`config.mk`:
```
export PLATFORM = sky130hd
export DESIGN_NAME = handheld_console_timer
export DESIGN_NICKNAME = d
export VERILOG_FILES = /design/src/rtl/hct_pkg.sv /design/src/rtl/hct_cross.sv /design/src/rtl/handheld_console_timer.sv
export VERILOG_INCLUDE_DIRS = /design/src /design/src/rtl
export SDC_FILE = /design/constraint.sdc
export NUM_CORES = 1
export LEC_CHECK = 0
export ABC_CLOCK_PERIOD_IN_PS = 5300
export BUFFER_PORTS_ARGS = -buffer_cell sky130_fd_sc_hd__clkbuf_2
export CAP_MARGIN = 20
export CORE_MARGIN = 2
export CORE_UTILIZATION = 45
export CTS_BUF_LIST = sky130_fd_sc_hd__clkbuf_4 sky130_fd_sc_hd__clkbuf_8 sky130_fd_sc_hd__clkbuf_16
export DETAILED_ROUTE_END_ITERATION = 12
export GPL_TIMING_DRIVEN = 0
export PLACE_DENSITY = 0.63
export SLEW_MARGIN = 20
export SYNTH_ARGS = -nofsm -noshare
export SYNTH_HDL_FRONTEND = slang
export SYNTH_HIERARCHICAL = 1
export SYNTH_SLANG_ARGS = --single-unit
export TNS_END_PERCENT = 20
```
`constraint.sdc`:
```
create_clock -name clk -period 5.3 [get_ports clk]
set_input_delay 0.265 -clock clk [delete_from_list [all_inputs] [get_ports clk]]
set_output_delay 0.265 -clock clk [all_outputs]
set_load 0.05 [all_outputs]
```
`src/rtl/handheld_console_timer_assert.svh`:
```
// ----------------------------------------------------------------------------
// handheld console timer assertion macros
// shared property forms for the timer block checks
// ----------------------------------------------------------------------------
`ifndef HANDHELD_CONSOLE_TIMER_ASSERT_SVH
`define HANDHELD_CONSOLE_TIMER_ASSERT_SVH

// same-cycle implication, sampled on clk, off during reset
`define HCT_ASSERT_NOW(lbl, ante, cons) \
  lbl: assert property (@(posedge clk) disable iff (!rst_n) (ante) |-> (cons)) \
    else $error("timer check failed");

// next-cycle implication, sampled on clk, off during reset
`define HCT_ASSERT_NEXT(lbl, ante, cons) \
  lbl: assert property (@(posedge clk) disable iff (!rst_n) (ante) |=> (cons)) \
    else $error("timer check failed");

`endif

```
`src/rtl/hct_pkg.sv`:
```
// ----------------------------------------------------------------------------
// hct_pkg
// types, codes and constants of the handheld console timer
// ----------------------------------------------------------------------------
package hct_pkg;

  // default width of the master-clock phase counter
  localparam int PHASE_BITS_DEF = 22;

  // request kinds
  localparam logic [1:0] KIND_TICK  = 2'd0;
  localparam logic [1:0] KIND_READ  = 2'd1;
  localparam logic [1:0] KIND_WRITE = 2'd2;

  // register addresses
  localparam logic [15:0] ADDR_DIVIDER = 16'hFF04;
  localparam logic [15:0] ADDR_COUNTER = 16'hFF05;
  localparam logic [15:0] ADDR_MODULO  = 16'hFF06;
  localparam logic [15:0] ADDR_CONTROL = 16'hFF07;

  // read data for an unmapped address
  localparam logic [7:0] OPEN_BUS = 8'hFF;

  // control register fields
  localparam int CTRL_ENABLE_BIT = 2;
  localparam logic [1:0] RATE_1024 = 2'd0;
  localparam logic [1:0] RATE_16   = 2'd1;
  localparam logic [1:0] RATE_64   = 2'd2;
  localparam logic [1:0] RATE_256  = 2'd3;

  // most counter steps one tick request can cause
  localparam logic [4:0] MAX_STEPS = 5'd16;

  typedef struct packed {
    logic [1:0]  kind;
    logic [15:0] address;
    logic [7:0]  write_data;
    logic [7:0]  tick_count;
  } in_item_t;

  typedef struct packed {
    logic [7:0] read_data;
    logic [4:0] overflow_count;
  } out_item_t;

  // boundary crossings of one tick advance
  typedef struct packed {
    logic       div_step;
    logic [4:0] timer_steps;
  } cross_t;

  typedef enum logic [1:0] {
    ST_IDLE,
    ST_EXEC,
    ST_STEP,
    ST_DONE
  } state_t;

endpackage

```
`src/rtl/hct_cross.sv`:
```
// ----------------------------------------------------------------------------
// hct_cross
// phase advance and boundary crossing counts for one tick request
// ----------------------------------------------------------------------------
module hct_cross import hct_pkg::*; #(
  parameter int PHASE_BITS = PHASE_BITS_DEF
) (
  input  logic [PHASE_BITS-1:0] phase,
  input  logic [7:0]            tick_count,
  input  logic [2:0]            control,
  output logic [PHASE_BITS-1:0] phase_nxt,
  output cross_t                crossing
);

  // room above the sum so every five-bit window exists
  localparam int EXT_BITS = PHASE_BITS + 16;

  logic [PHASE_BITS:0] sum;
  logic [EXT_BITS-1:0] sum_ext;
  logic [EXT_BITS-1:0] base_ext;
  logic [4:0]          cross_16;
  logic [4:0]          cross_64;
  logic [4:0]          cross_256;
  logic [4:0]          cross_1024;
  logic [4:0]          sel_steps;

  // phase plus ticks, carry kept for the crossing counts
  assign sum       = {1'b0, phase} + {{(PHASE_BITS-7){1'b0}}, tick_count};
  assign sum_ext   = {{15{1'b0}}, sum};
  assign base_ext  = {{16{1'b0}}, phase};
  assign phase_nxt = sum[PHASE_BITS-1:0];

  // crossings per period: difference of the quotient windows, at most 16
  assign cross_16   = sum_ext[4 +: 5]  - base_ext[4 +: 5];
  assign cross_64   = sum_ext[6 +: 5]  - base_ext[6 +: 5];
  assign cross_256  = sum_ext[8 +: 5]  - base_ext[8 +: 5];
  assign cross_1024 = sum_ext[10 +: 5] - base_ext[10 +: 5];

  // period select from the control rate field
  always_comb begin
    case (control[1:0])
      RATE_1024: sel_steps = cross_1024;
      RATE_16:   sel_steps = cross_16;
      RATE_64:   sel_steps = cross_64;
      RATE_256:  sel_steps = cross_256;
      default:   sel_steps = cross_1024;
    endcase
  end

  assign crossing.div_step    = cross_256[0];
  assign crossing.timer_steps = control[CTRL_ENABLE_BIT] ? sel_steps : 5'd0;

endmodule

```
`src/rtl/handheld_console_timer.sv`:
```
// ----------------------------------------------------------------------------
// handheld_console_timer
// divider, counter, modulo and control registers of a handheld timer
// ----------------------------------------------------------------------------
// Requests come in on in_valid/in_ready/in_data: a tick advance, a bus read
// or a bus write. Each request gives exactly one result on
// out_valid/out_ready/out_data: the read data (0xFF for an unmapped address,
// 0 for other kinds) and the number of counter overflows of a tick.
// After accept a read or write goes through the EXEC and DONE states, and its
// result is then registered for out_valid. A tick also passes one STEP state
// per counter step it causes (N steps, 0 to 16): the counter is stepped one
// step per cycle through a single increment/reload unit.
// in_ready is high only while the sequencer is idle, so one request is in
// work at a time; the result sits in an output register, and the next
// request can be accepted while that result waits for out_ready.
// If the receiver stalls with a result still held, a finished request waits
// in its last state until the output register frees up.
// Synchronous active-low reset clears all timer registers, the phase
// counter and the handshake state; the block is ready the cycle after.
// ----------------------------------------------------------------------------
module handheld_console_timer import hct_pkg::*; #(
  parameter int PHASE_BITS = PHASE_BITS_DEF
) (
  input  logic      clk,
  input  logic      rst_n,
  input  logic      in_valid,
  output logic      in_ready,
  input  in_item_t  in_data,
  output logic      out_valid,
  input  logic      out_ready,
  output out_item_t out_data
);

`include "handheld_console_timer_assert.svh"

  state_t                state_r, state_nxt;
  in_item_t              item_r, item_nxt;
  logic [7:0]            divider_r, divider_nxt;
  logic [7:0]            counter_r, counter_nxt;
  logic [7:0]            modulo_r, modulo_nxt;
  logic [2:0]            control_r, control_nxt;
  logic [PHASE_BITS-1:0] phase_r, phase_nxt;
  logic [4:0]            steps_left_r, steps_left_nxt;
  logic [4:0]            ovf_r, ovf_nxt;
  logic [7:0]            rdata_r, rdata_nxt;
  logic                  out_valid_r, out_valid_nxt;
  out_item_t             out_data_r, out_data_nxt;

  logic [PHASE_BITS-1:0] phase_adv;
  cross_t                crossing;
  logic                  accept;
  logic                  load_out;
  logic [7:0]            step_value;
  logic                  step_wrap;

  // crossing counts of the latched tick
  hct_cross #(
    .PHASE_BITS (PHASE_BITS)
  ) u_cross (
    .phase      (phase_r),
    .tick_count (item_r.tick_count),
    .control    (control_r),
    .phase_nxt  (phase_adv),
    .crossing   (crossing)
  );

  // shared counter step unit: reload on wrap, else increment
  assign step_wrap  = (counter_r == 8'hFF);
  assign step_value = step_wrap ? modulo_r : (counter_r + 8'd1);

  // sequencer next state
  always_comb begin
    state_nxt = state_r;
    case (state_r)
      ST_IDLE: begin
        if (in_valid) state_nxt = ST_EXEC;
      end
      ST_EXEC: begin
        if (item_r.kind == KIND_TICK && crossing.timer_steps != 5'd0) begin
          state_nxt = ST_STEP;
        end else begin
          state_nxt = ST_DONE;
        end
      end
      ST_STEP: begin
        if (steps_left_r == 5'd1) state_nxt = ST_DONE;
      end
      ST_DONE: begin
        if (!out_valid_r || out_ready) state_nxt = ST_IDLE;
      end
      default: state_nxt = ST_IDLE;
    endcase
  end

  // handshake outputs
  always_comb begin
    in_ready = (state_r == ST_IDLE);
    load_out = (state_r == ST_DONE) && (!out_valid_r || out_ready);
  end

  assign accept = in_valid && in_ready;

  // register datapath
  always_comb begin
    item_nxt       = item_r;
    divider_nxt    = divider_r;
    counter_nxt    = counter_r;
    modulo_nxt     = modulo_r;
    control_nxt    = control_r;
    phase_nxt      = phase_r;
    steps_left_nxt = steps_left_r;
    ovf_nxt        = ovf_r;
    rdata_nxt      = rdata_r;
    out_data_nxt   = out_data_r;
    out_valid_nxt  = out_valid_r && !out_ready;

    if (accept) begin
      item_nxt  = in_data;
      ovf_nxt   = 5'd0;
      rdata_nxt = 8'd0;
    end

    if (state_r == ST_EXEC) begin
      case (item_r.kind)
        KIND_TICK: begin
          phase_nxt      = phase_adv;
          divider_nxt    = divider_r + {7'd0, crossing.div_step};
          steps_left_nxt = crossing.timer_steps;
        end
        KIND_READ: begin
          case (item_r.address)
            ADDR_DIVIDER: rdata_nxt = divider_r;
            ADDR_COUNTER: rdata_nxt = counter_r;
            ADDR_MODULO:  rdata_nxt = modulo_r;
            ADDR_CONTROL: rdata_nxt = {5'd0, control_r};
            default:      rdata_nxt = OPEN_BUS;
          endcase
        end
        KIND_WRITE: begin
          case (item_r.address)
            ADDR_DIVIDER: divider_nxt = 8'd0;
            ADDR_COUNTER: counter_nxt = item_r.write_data;
            ADDR_MODULO:  modulo_nxt  = item_r.write_data;
            ADDR_CONTROL: control_nxt = item_r.write_data[2:0];
            default: ;
          endcase
        end
        default: ;
      endcase
    end

    // one counter step per cycle
    if (state_r == ST_STEP) begin
      counter_nxt    = step_value;
      ovf_nxt        = ovf_r + {4'd0, step_wrap};
      steps_left_nxt = steps_left_r - 5'd1;
    end

    if (load_out) begin
      out_valid_nxt               = 1'b1;
      out_data_nxt.read_data      = rdata_r;
      out_data_nxt.overflow_count = ovf_r;
    end
  end

  // control registers
  always_ff @(posedge clk) begin
    if (!rst_n) begin
      state_r      <= ST_IDLE;
      out_valid_r  <= 1'b0;
      divider_r    <= 8'd0;
      counter_r    <= 8'd0;
      modulo_r     <= 8'd0;
      control_r    <= 3'd0;
      phase_r      <= '0;
      steps_left_r <= 5'd0;
    end else begin
      state_r      <= state_nxt;
      out_valid_r  <= out_valid_nxt;
      divider_r    <= divider_nxt;
      counter_r    <= counter_nxt;
      modulo_r     <= modulo_nxt;
      control_r    <= control_nxt;
      phase_r      <= phase_nxt;
      steps_left_r <= steps_left_nxt;
    end
  end

  // payload registers
  always_ff @(posedge clk) begin
    item_r     <= item_nxt;
    ovf_r      <= ovf_nxt;
    rdata_r    <= rdata_nxt;
    out_data_r <= out_data_nxt;
  end

  assign out_valid = out_valid_r;
  assign out_data  = out_data_r;

  // checks
  `HCT_ASSERT_NEXT(a_accept_exec, in_valid && in_ready, state_r == ST_EXEC)
  `HCT_ASSERT_NOW(a_steps_range, state_r == ST_STEP,
                  steps_left_r != 5'd0 && steps_left_r <= MAX_STEPS)
  `HCT_ASSERT_NEXT(a_last_step, state_r == ST_STEP && steps_left_r == 5'd1,
                   state_r == ST_DONE)
  `HCT_ASSERT_NOW(a_ovf_range, out_valid_r, out_data_r.overflow_count <= MAX_STEPS)

endmodule
```
==> flow_summary.yaml, run 1 <==
worst_setup_path:
  r2r-start: "phase_r[0]"
  critPathArrivalTime_ns: 4.83
  crit_type: "reg -> reg"
  r2r_setup_slack_ns: 0.73
  cp_max_fo: 4
  cp-start-kind: "flop"
  required_ns: 5.57
  end_kind: "flop"
  worstRegToRegCells: 20
  r2r-end: "state_r[0]"
min_path:
  min_path_type: "in -> reg"
  min_to: "item_r[3]"
  whs_path_depth: 1
  hp-start: "in_data[3]"
routing:
  wl_met2_um: 6870
  wire_per_inst_um: 16.2
  drtIter0Drc: 404
  ant_nets: 0
  drc_errors: 0
  avgViaCountPerCell: 5.61
  highest_layer: "met4"
  totalWireLength_um: 14200
  wl_met3_um: 702
  num_vias: 4907
  drt_first_pass_iters: 7
  drt-met1-wl_um: 6330
floorplan:
  die_h_um: 121
  row_count: 42
  initial_core_util_pct: 46.3
  core_area_um2: 13300
  io_pins: 53
  dieArea_um2: 14600
  die_w_um: 121
sta:
  setup_tns_ns: 0
  holdWs_ns: 0.0714
  finalClockSkew_ns: 0.00692
  min_period_ns: 4.57
  fmax_mhz: 219
  hold_violations: 0
  rsz0062_at_grt: "no"
  worst_slew_pin_slew_ns: 0.729
  final_max_slew_viol_count: 0
  period_share_pct: 86.1
  slew_headroom_pct: 50.1
  setup_viol_count_final: 0
clock_tree:
  cts_buffers: 9
  path_clk_slew_ns: 0.08
  cts_tree: "built"
  clk_path_buf_depth: 2
  htreeDepth: 3
  clkLatencyLatePin_ns: 0.36
  postCtsHoldBufs: 0
  post_cts_buffers: 0
  numClockSinks: 109
  root_buffer: "clkbuf_16"
  ctsResizeCount: 0
global_routing:
  grt_pass1_wl_um: 23700
  antenna_found_initial: 0
  grt_max_degree: 35
  grt_overflow: 0
  grt_usage_pct: 20.8
  grt_pass1_vias: 4812
final_layout:
  multi_input_area_um2: 3130
  ff_latch_area_um2: 2700
  synthToLayoutAreaGrowth_pct: 12.8
  num_antenna_cells: 0
  drive_gt1_share_pct: 12.6
  nNetsFinal: 766
  final_cells: 875
  fillCellCount: 1210
synthesis:
  synth_area_per_cell_um2: 9.73
  yosys_warnings: 6
  syn_area_um2: 6150
  synthCells: 632
  synthesis.nets: 704
pwr:
  ir_worst_vdd_v: 0.000202
  power_leakage_nw: 2.70
  powerDensity_nw_per_um2: 377
placed_design:
  dp.cells: 859
  port_buffers: 51
  post-dp-hpwl_um: 10700
  routabilityCongestion: 0.935
run_status:
  status: "finished, final reports clean"
flow_run:
  cap_violations: 0
[worst max-delay path by stage]
stage,startpoint,endpoint,slack (ns),depth (start not counted)
CTS,phase_r[0],state_r[0],0.77,20
floorplan,phase_r[0],state_r[0],1.39,18
finish,phase_r[0],state_r[0],0.73,20
global route,phase_r[0],state_r[0],0.37,20
detailed placement,phase_r[0],state_r[0],0.81,20
global placement,phase_r[0],state_r[0],0.90,20
[area by class of cell]
cell class	count	share of cell area, %
Inverter	48	2.60
Timing Repair Buffer	51	3.68
Clock buffer	11	3.46
Sequential cell	109	39.0
Multi-Input combinational cell	442	45.1
Tap cell	176	3.18
Clock inverter	5	0.974
Buffer	33	2.07
[metrics by stage]
| step | util (%) | worst slack, ns | total power [mW] | area (um2) |
|---|---|---|---|---|
| 5_1_grt | 52.2 | 0.372 | 2.78 | 6940 |
| 3_3_place_gp | 49.8 | 0.896 | 1.90 | 6630 |
| 2_1_floorplan | - | 1.39 | 1.71 | 6150 |
| 4_1_cts | 52.1 | 0.772 | 2.64 | 6930 |
| 3_5_place_dp | 49.8 | 0.811 | 1.93 | 6630 |
| 6_report | 52.2 | 0.734 | 2.62 | 6940 |
[where the power goes]
part | switching (mW) | leakage (nW) | internal [mW] | total, mW
registers | 0.0836 | 0.954 | 1.06 | 1.15
logic | 0.495 | 1.59 | 0.267 | 0.761
clock network | 0.325 | 0.153 | 0.385 | 0.710
[flip-flops by register name, summed over array words and instances (netlist names), 2 cells and up]
signal,flops
control_r,3
counter_r,8
divider_r,8
item_r,34
modulo_r,8
out_data,13
ovf_r,5
phase_r,14
rdata_r,8
state_r,2
steps_left_r,5
[critical path: stages (launching register included)]
cell and delay, ns:
dfxtp_1 0.35, ha_1 0.20, inv_1 0.07, fa_1 0.42
nor2b_1 0.19, o31a_1 0.23, o2111ai_1 0.21, a21o_1 0.24
inv_1 0.08, ha_1 0.26, xnor2_1 0.31, inv_1 0.14
nand2_1 0.09, nor2_1 0.05, a211o_1 0.27, a211oi_1 0.23
a311oi_1 0.10, or4_1 0.50, o21ai_0 0.19, nand2_1 0.08
a221oi_1 0.24
[per-layer routing]
metal  up-vias  track usage [%]
met5         -                0
li1       2411                -
met3        26             3.57
met2       148             35.0
met1      2322             26.1
met4         0             9.23
[cells in the final DEF (no fill, tap or decap), types with 7 or more instances in the layout]
cell and n:
inv_1 47, or3_1 7, nor2_1 28, clkbuf_1 24
edfxtp_1 52, clkbuf_2 51, clkbuf_16 9, nand4_1 7
dfxtp_1 57, xnor2_1 19, nand3_1 15, xor2_1 7
ha_1 31, mux2i_1 25, a21boi_0 16, nand2_1 83
nor2b_1 9, a21oi_1 33, and2_1 10, o21ai_0 30
(Power assumes the default switching activity.)
==> run 2, diff against run 1 <==
CORE_MARGIN = 5   (was 2)
==> run 2 against run 1 <==
Net effect:
- die area rose by 10%
- register-to-register slack got worse by 0.12 ns
- combinational power about the same
- core utilization is 0.26 points lower
- non-clock buffer count is the same
- hold slack improved by 0.011 ns
- wire length grew 1.4%
- cell count is the same
- power fell by 0.60%
- flip-flop and latch count stayed put
- sequential power hardly changed
- critical endpoint unchanged
- largest cell class unchanged
==> flow_summary.yaml, run 2 (same netlist as run 1, synthesis figures left out) <==
placed_design:
  post-dp-hpwl_um: 10800
  port_buffers: 51
  dp.cells: 859
  dp_slack_ns: 0.732
  routabilityCongestion: 0.906
routing:
  drtIter0Drc: 319
  avgViaCountPerCell: 5.61
  ant_nets: 0
  drt_first_pass_iters: 5
  drc_errors: 0
  totalWireLength_um: 14400
  num_vias: 4913
  wire_per_inst_um: 16.5
sta:
  final_max_slew_viol_count: 0
  period_share_pct: 88.3
  setup_viol_count_final: 0
  rsz0062_at_grt: "no"
  worst_slew_pin_slew_ns: 1.05
  slew_headroom_pct: 29.8
  final.setup.worst_slack_ns: 0.619
  min_period_ns: 4.68
  fmax_mhz: 214
  finalClockSkew_ns: 0.0106
  hold_violations: 0
  setup_tns_ns: 0
pwr:
  ir_worst_vdd_v: 0.000186
  switching_power_uw: 897
  intPower_mw: 1.70
  p_sw_share_pct: 34.5
  powerDensity_nw_per_um2: 375
  power_leakage_nw: 2.69
  pwr-share-seq_pct: 44.0
  power_frac_clock_pct: 26.7
  power_frac_comb_pct: 29.3
clock_tree:
  post_cts_buffers: 0
  cts_tree: "built"
  clkLatencyLatePin_ns: 0.35
  root_buffer: "clkbuf_16"
  cts_buffers: 9
  htreeDepth: 3
  numClockSinks: 109
  ctsResizeCount: 0
  path_clk_slew_ns: 0.08
  clk_path_buf_depth: 2
  postCtsHoldBufs: 0
worst_setup_path:
  r2r-start: "phase_r[0]"
  r2r-end: "state_r[0]"
  required_ns: 5.54
  critPathLaunch: "phase_r[0]"
  r2r_setup_slack_ns: 0.62
  end_kind: "flop"
  cp_max_fo: 4
  crit_end: "state_r[0]"
  crit_type: "reg -> reg"
  critPathArrivalTime_ns: 4.92
  worstRegToRegCells: 20
  cp-start-kind: "flop"
final_layout:
  num_antenna_cells: 0
  largest_reg_flops: 34
  final_common_cell: "nand2_1"
  synthToLayoutAreaGrowth_pct: 12.7
  final_cells: 875
  final_cell_mix: "nand2_1 (83), dfxtp_1 (57), edfxtp_1 (52)"
  nNetsFinal: 766
  drive_gt1_share_pct: 12.3
  largest-register: "item_r"
run_status:
  status: "finished, final reports clean"
floorplan:
  dieArea_um2: 16100
  die_h_um: 127
  row_count: 42
  die_w_um: 127
  io_pins: 53
  initial_core_util_pct: 46.1
  core_area_um2: 13300
global_routing:
  grt_usage_pct: 18.4
  grt_max_degree: 35
  grt_pass1_vias: 4837
  antenna_found_initial: 0
  grt_overflow: 0
  grt_pass1_wl_um: 24000
min_path:
  min_path_type: "in -> reg"
flow_run:
  cap_violations: 0
-- run 2: power by group through the flow --
stage | registers [mW] | logic (mW) | clock network (mW)
after floorplan | 1.17 | 0.536 | 0
after global placement | 1.16 | 0.741 | 0
after detailed placement | 1.17 | 0.754 | 0
after CTS | 1.15 | 0.757 | 0.712
after global routing | 1.16 | 0.845 | 0.750
final | 1.14 | 0.761 | 0.695
-- run 2: critical path, cell delays in order, from the launching register on --
cell and delay [ns]:
dfxtp_1 0.34, ha_1 0.20, inv_1 0.06, fa_1 0.40, nor2b_1 0.16, o31a_1 0.22, o2111ai_1 0.24, a21o_1 0.27
inv_1 0.09, ha_1 0.25, xnor2_1 0.33, inv_1 0.16, nand2_1 0.10, nor2_1 0.05, a211o_1 0.27, a211oi_1 0.25
a311oi_1 0.11, or4_1 0.49, o21ai_0 0.23, nand2_1 0.08, a221oi_1 0.28
-- run 2: layout make-up --
type | instances | area, um2
Buffer | 33 | 144
Clock buffer | 10 | 233
Clock inverter | 6 | 70.1
Fill cell | 1235 | 6420
Inverter | 48 | 180
Multi-Input combinational cell | 442 | 3120
Sequential cell | 109 | 2700
Tap cell | 176 | 220
Timing Repair Buffer | 51 | 255
-- run 2: stage by stage --
| stage | hold slack [ns] | area, um2 | util (%) | total power, mW |
|---|---|---|---|---|
| 2_1_floorplan | 0.364 | 6150 | - | 1.71 |
| 6_report | 0.0822 | 6930 | 51.9 | 2.60 |
| 4_1_cts | 0.0698 | 6930 | 51.9 | 2.61 |
| 3_3_place_gp | 0.416 | 6630 | 49.6 | 1.90 |
| 5_1_grt | 0.0642 | 6930 | 51.9 | 2.76 |
| 3_5_place_dp | 0.418 | 6630 | 49.6 | 1.92 |
-- run 2: routing by layer --
| layer | global-route usage (%) | share of wire, % | routed length [um] | vias up |
|---|---|---|---|---|
| li1 | - | - | - | 2417 |
| met1 | 24.4 | 45 | 6470 | 2347 |
| met2 | 29.9 | 48 | 6890 | 128 |
| met3 | 3.49 | 5.2 | 752 | 21 |
| met4 | 6.75 | 2.0 | 289 | 0 |
| met5 | 0 | 0 | 0 | - |
-- run 2: worst min path at each step --
| stage | start | end | cells past startpoint |
|---|---|---|---|
| 2_1_floorplan | in_data[0] | item_r[0] | 0 |
| 3_3_place_gp | rdata_r[7] | out_data[12] | 0 |
| 3_5_place_dp | rdata_r[3] | out_data[8] | 0 |
| 4_1_cts | in_data[3] | item_r[3] | 1 |
| 5_1_grt | in_data[8] | item_r[8] | 1 |
| 6_report | in_data[4] | item_r[4] | 1 |
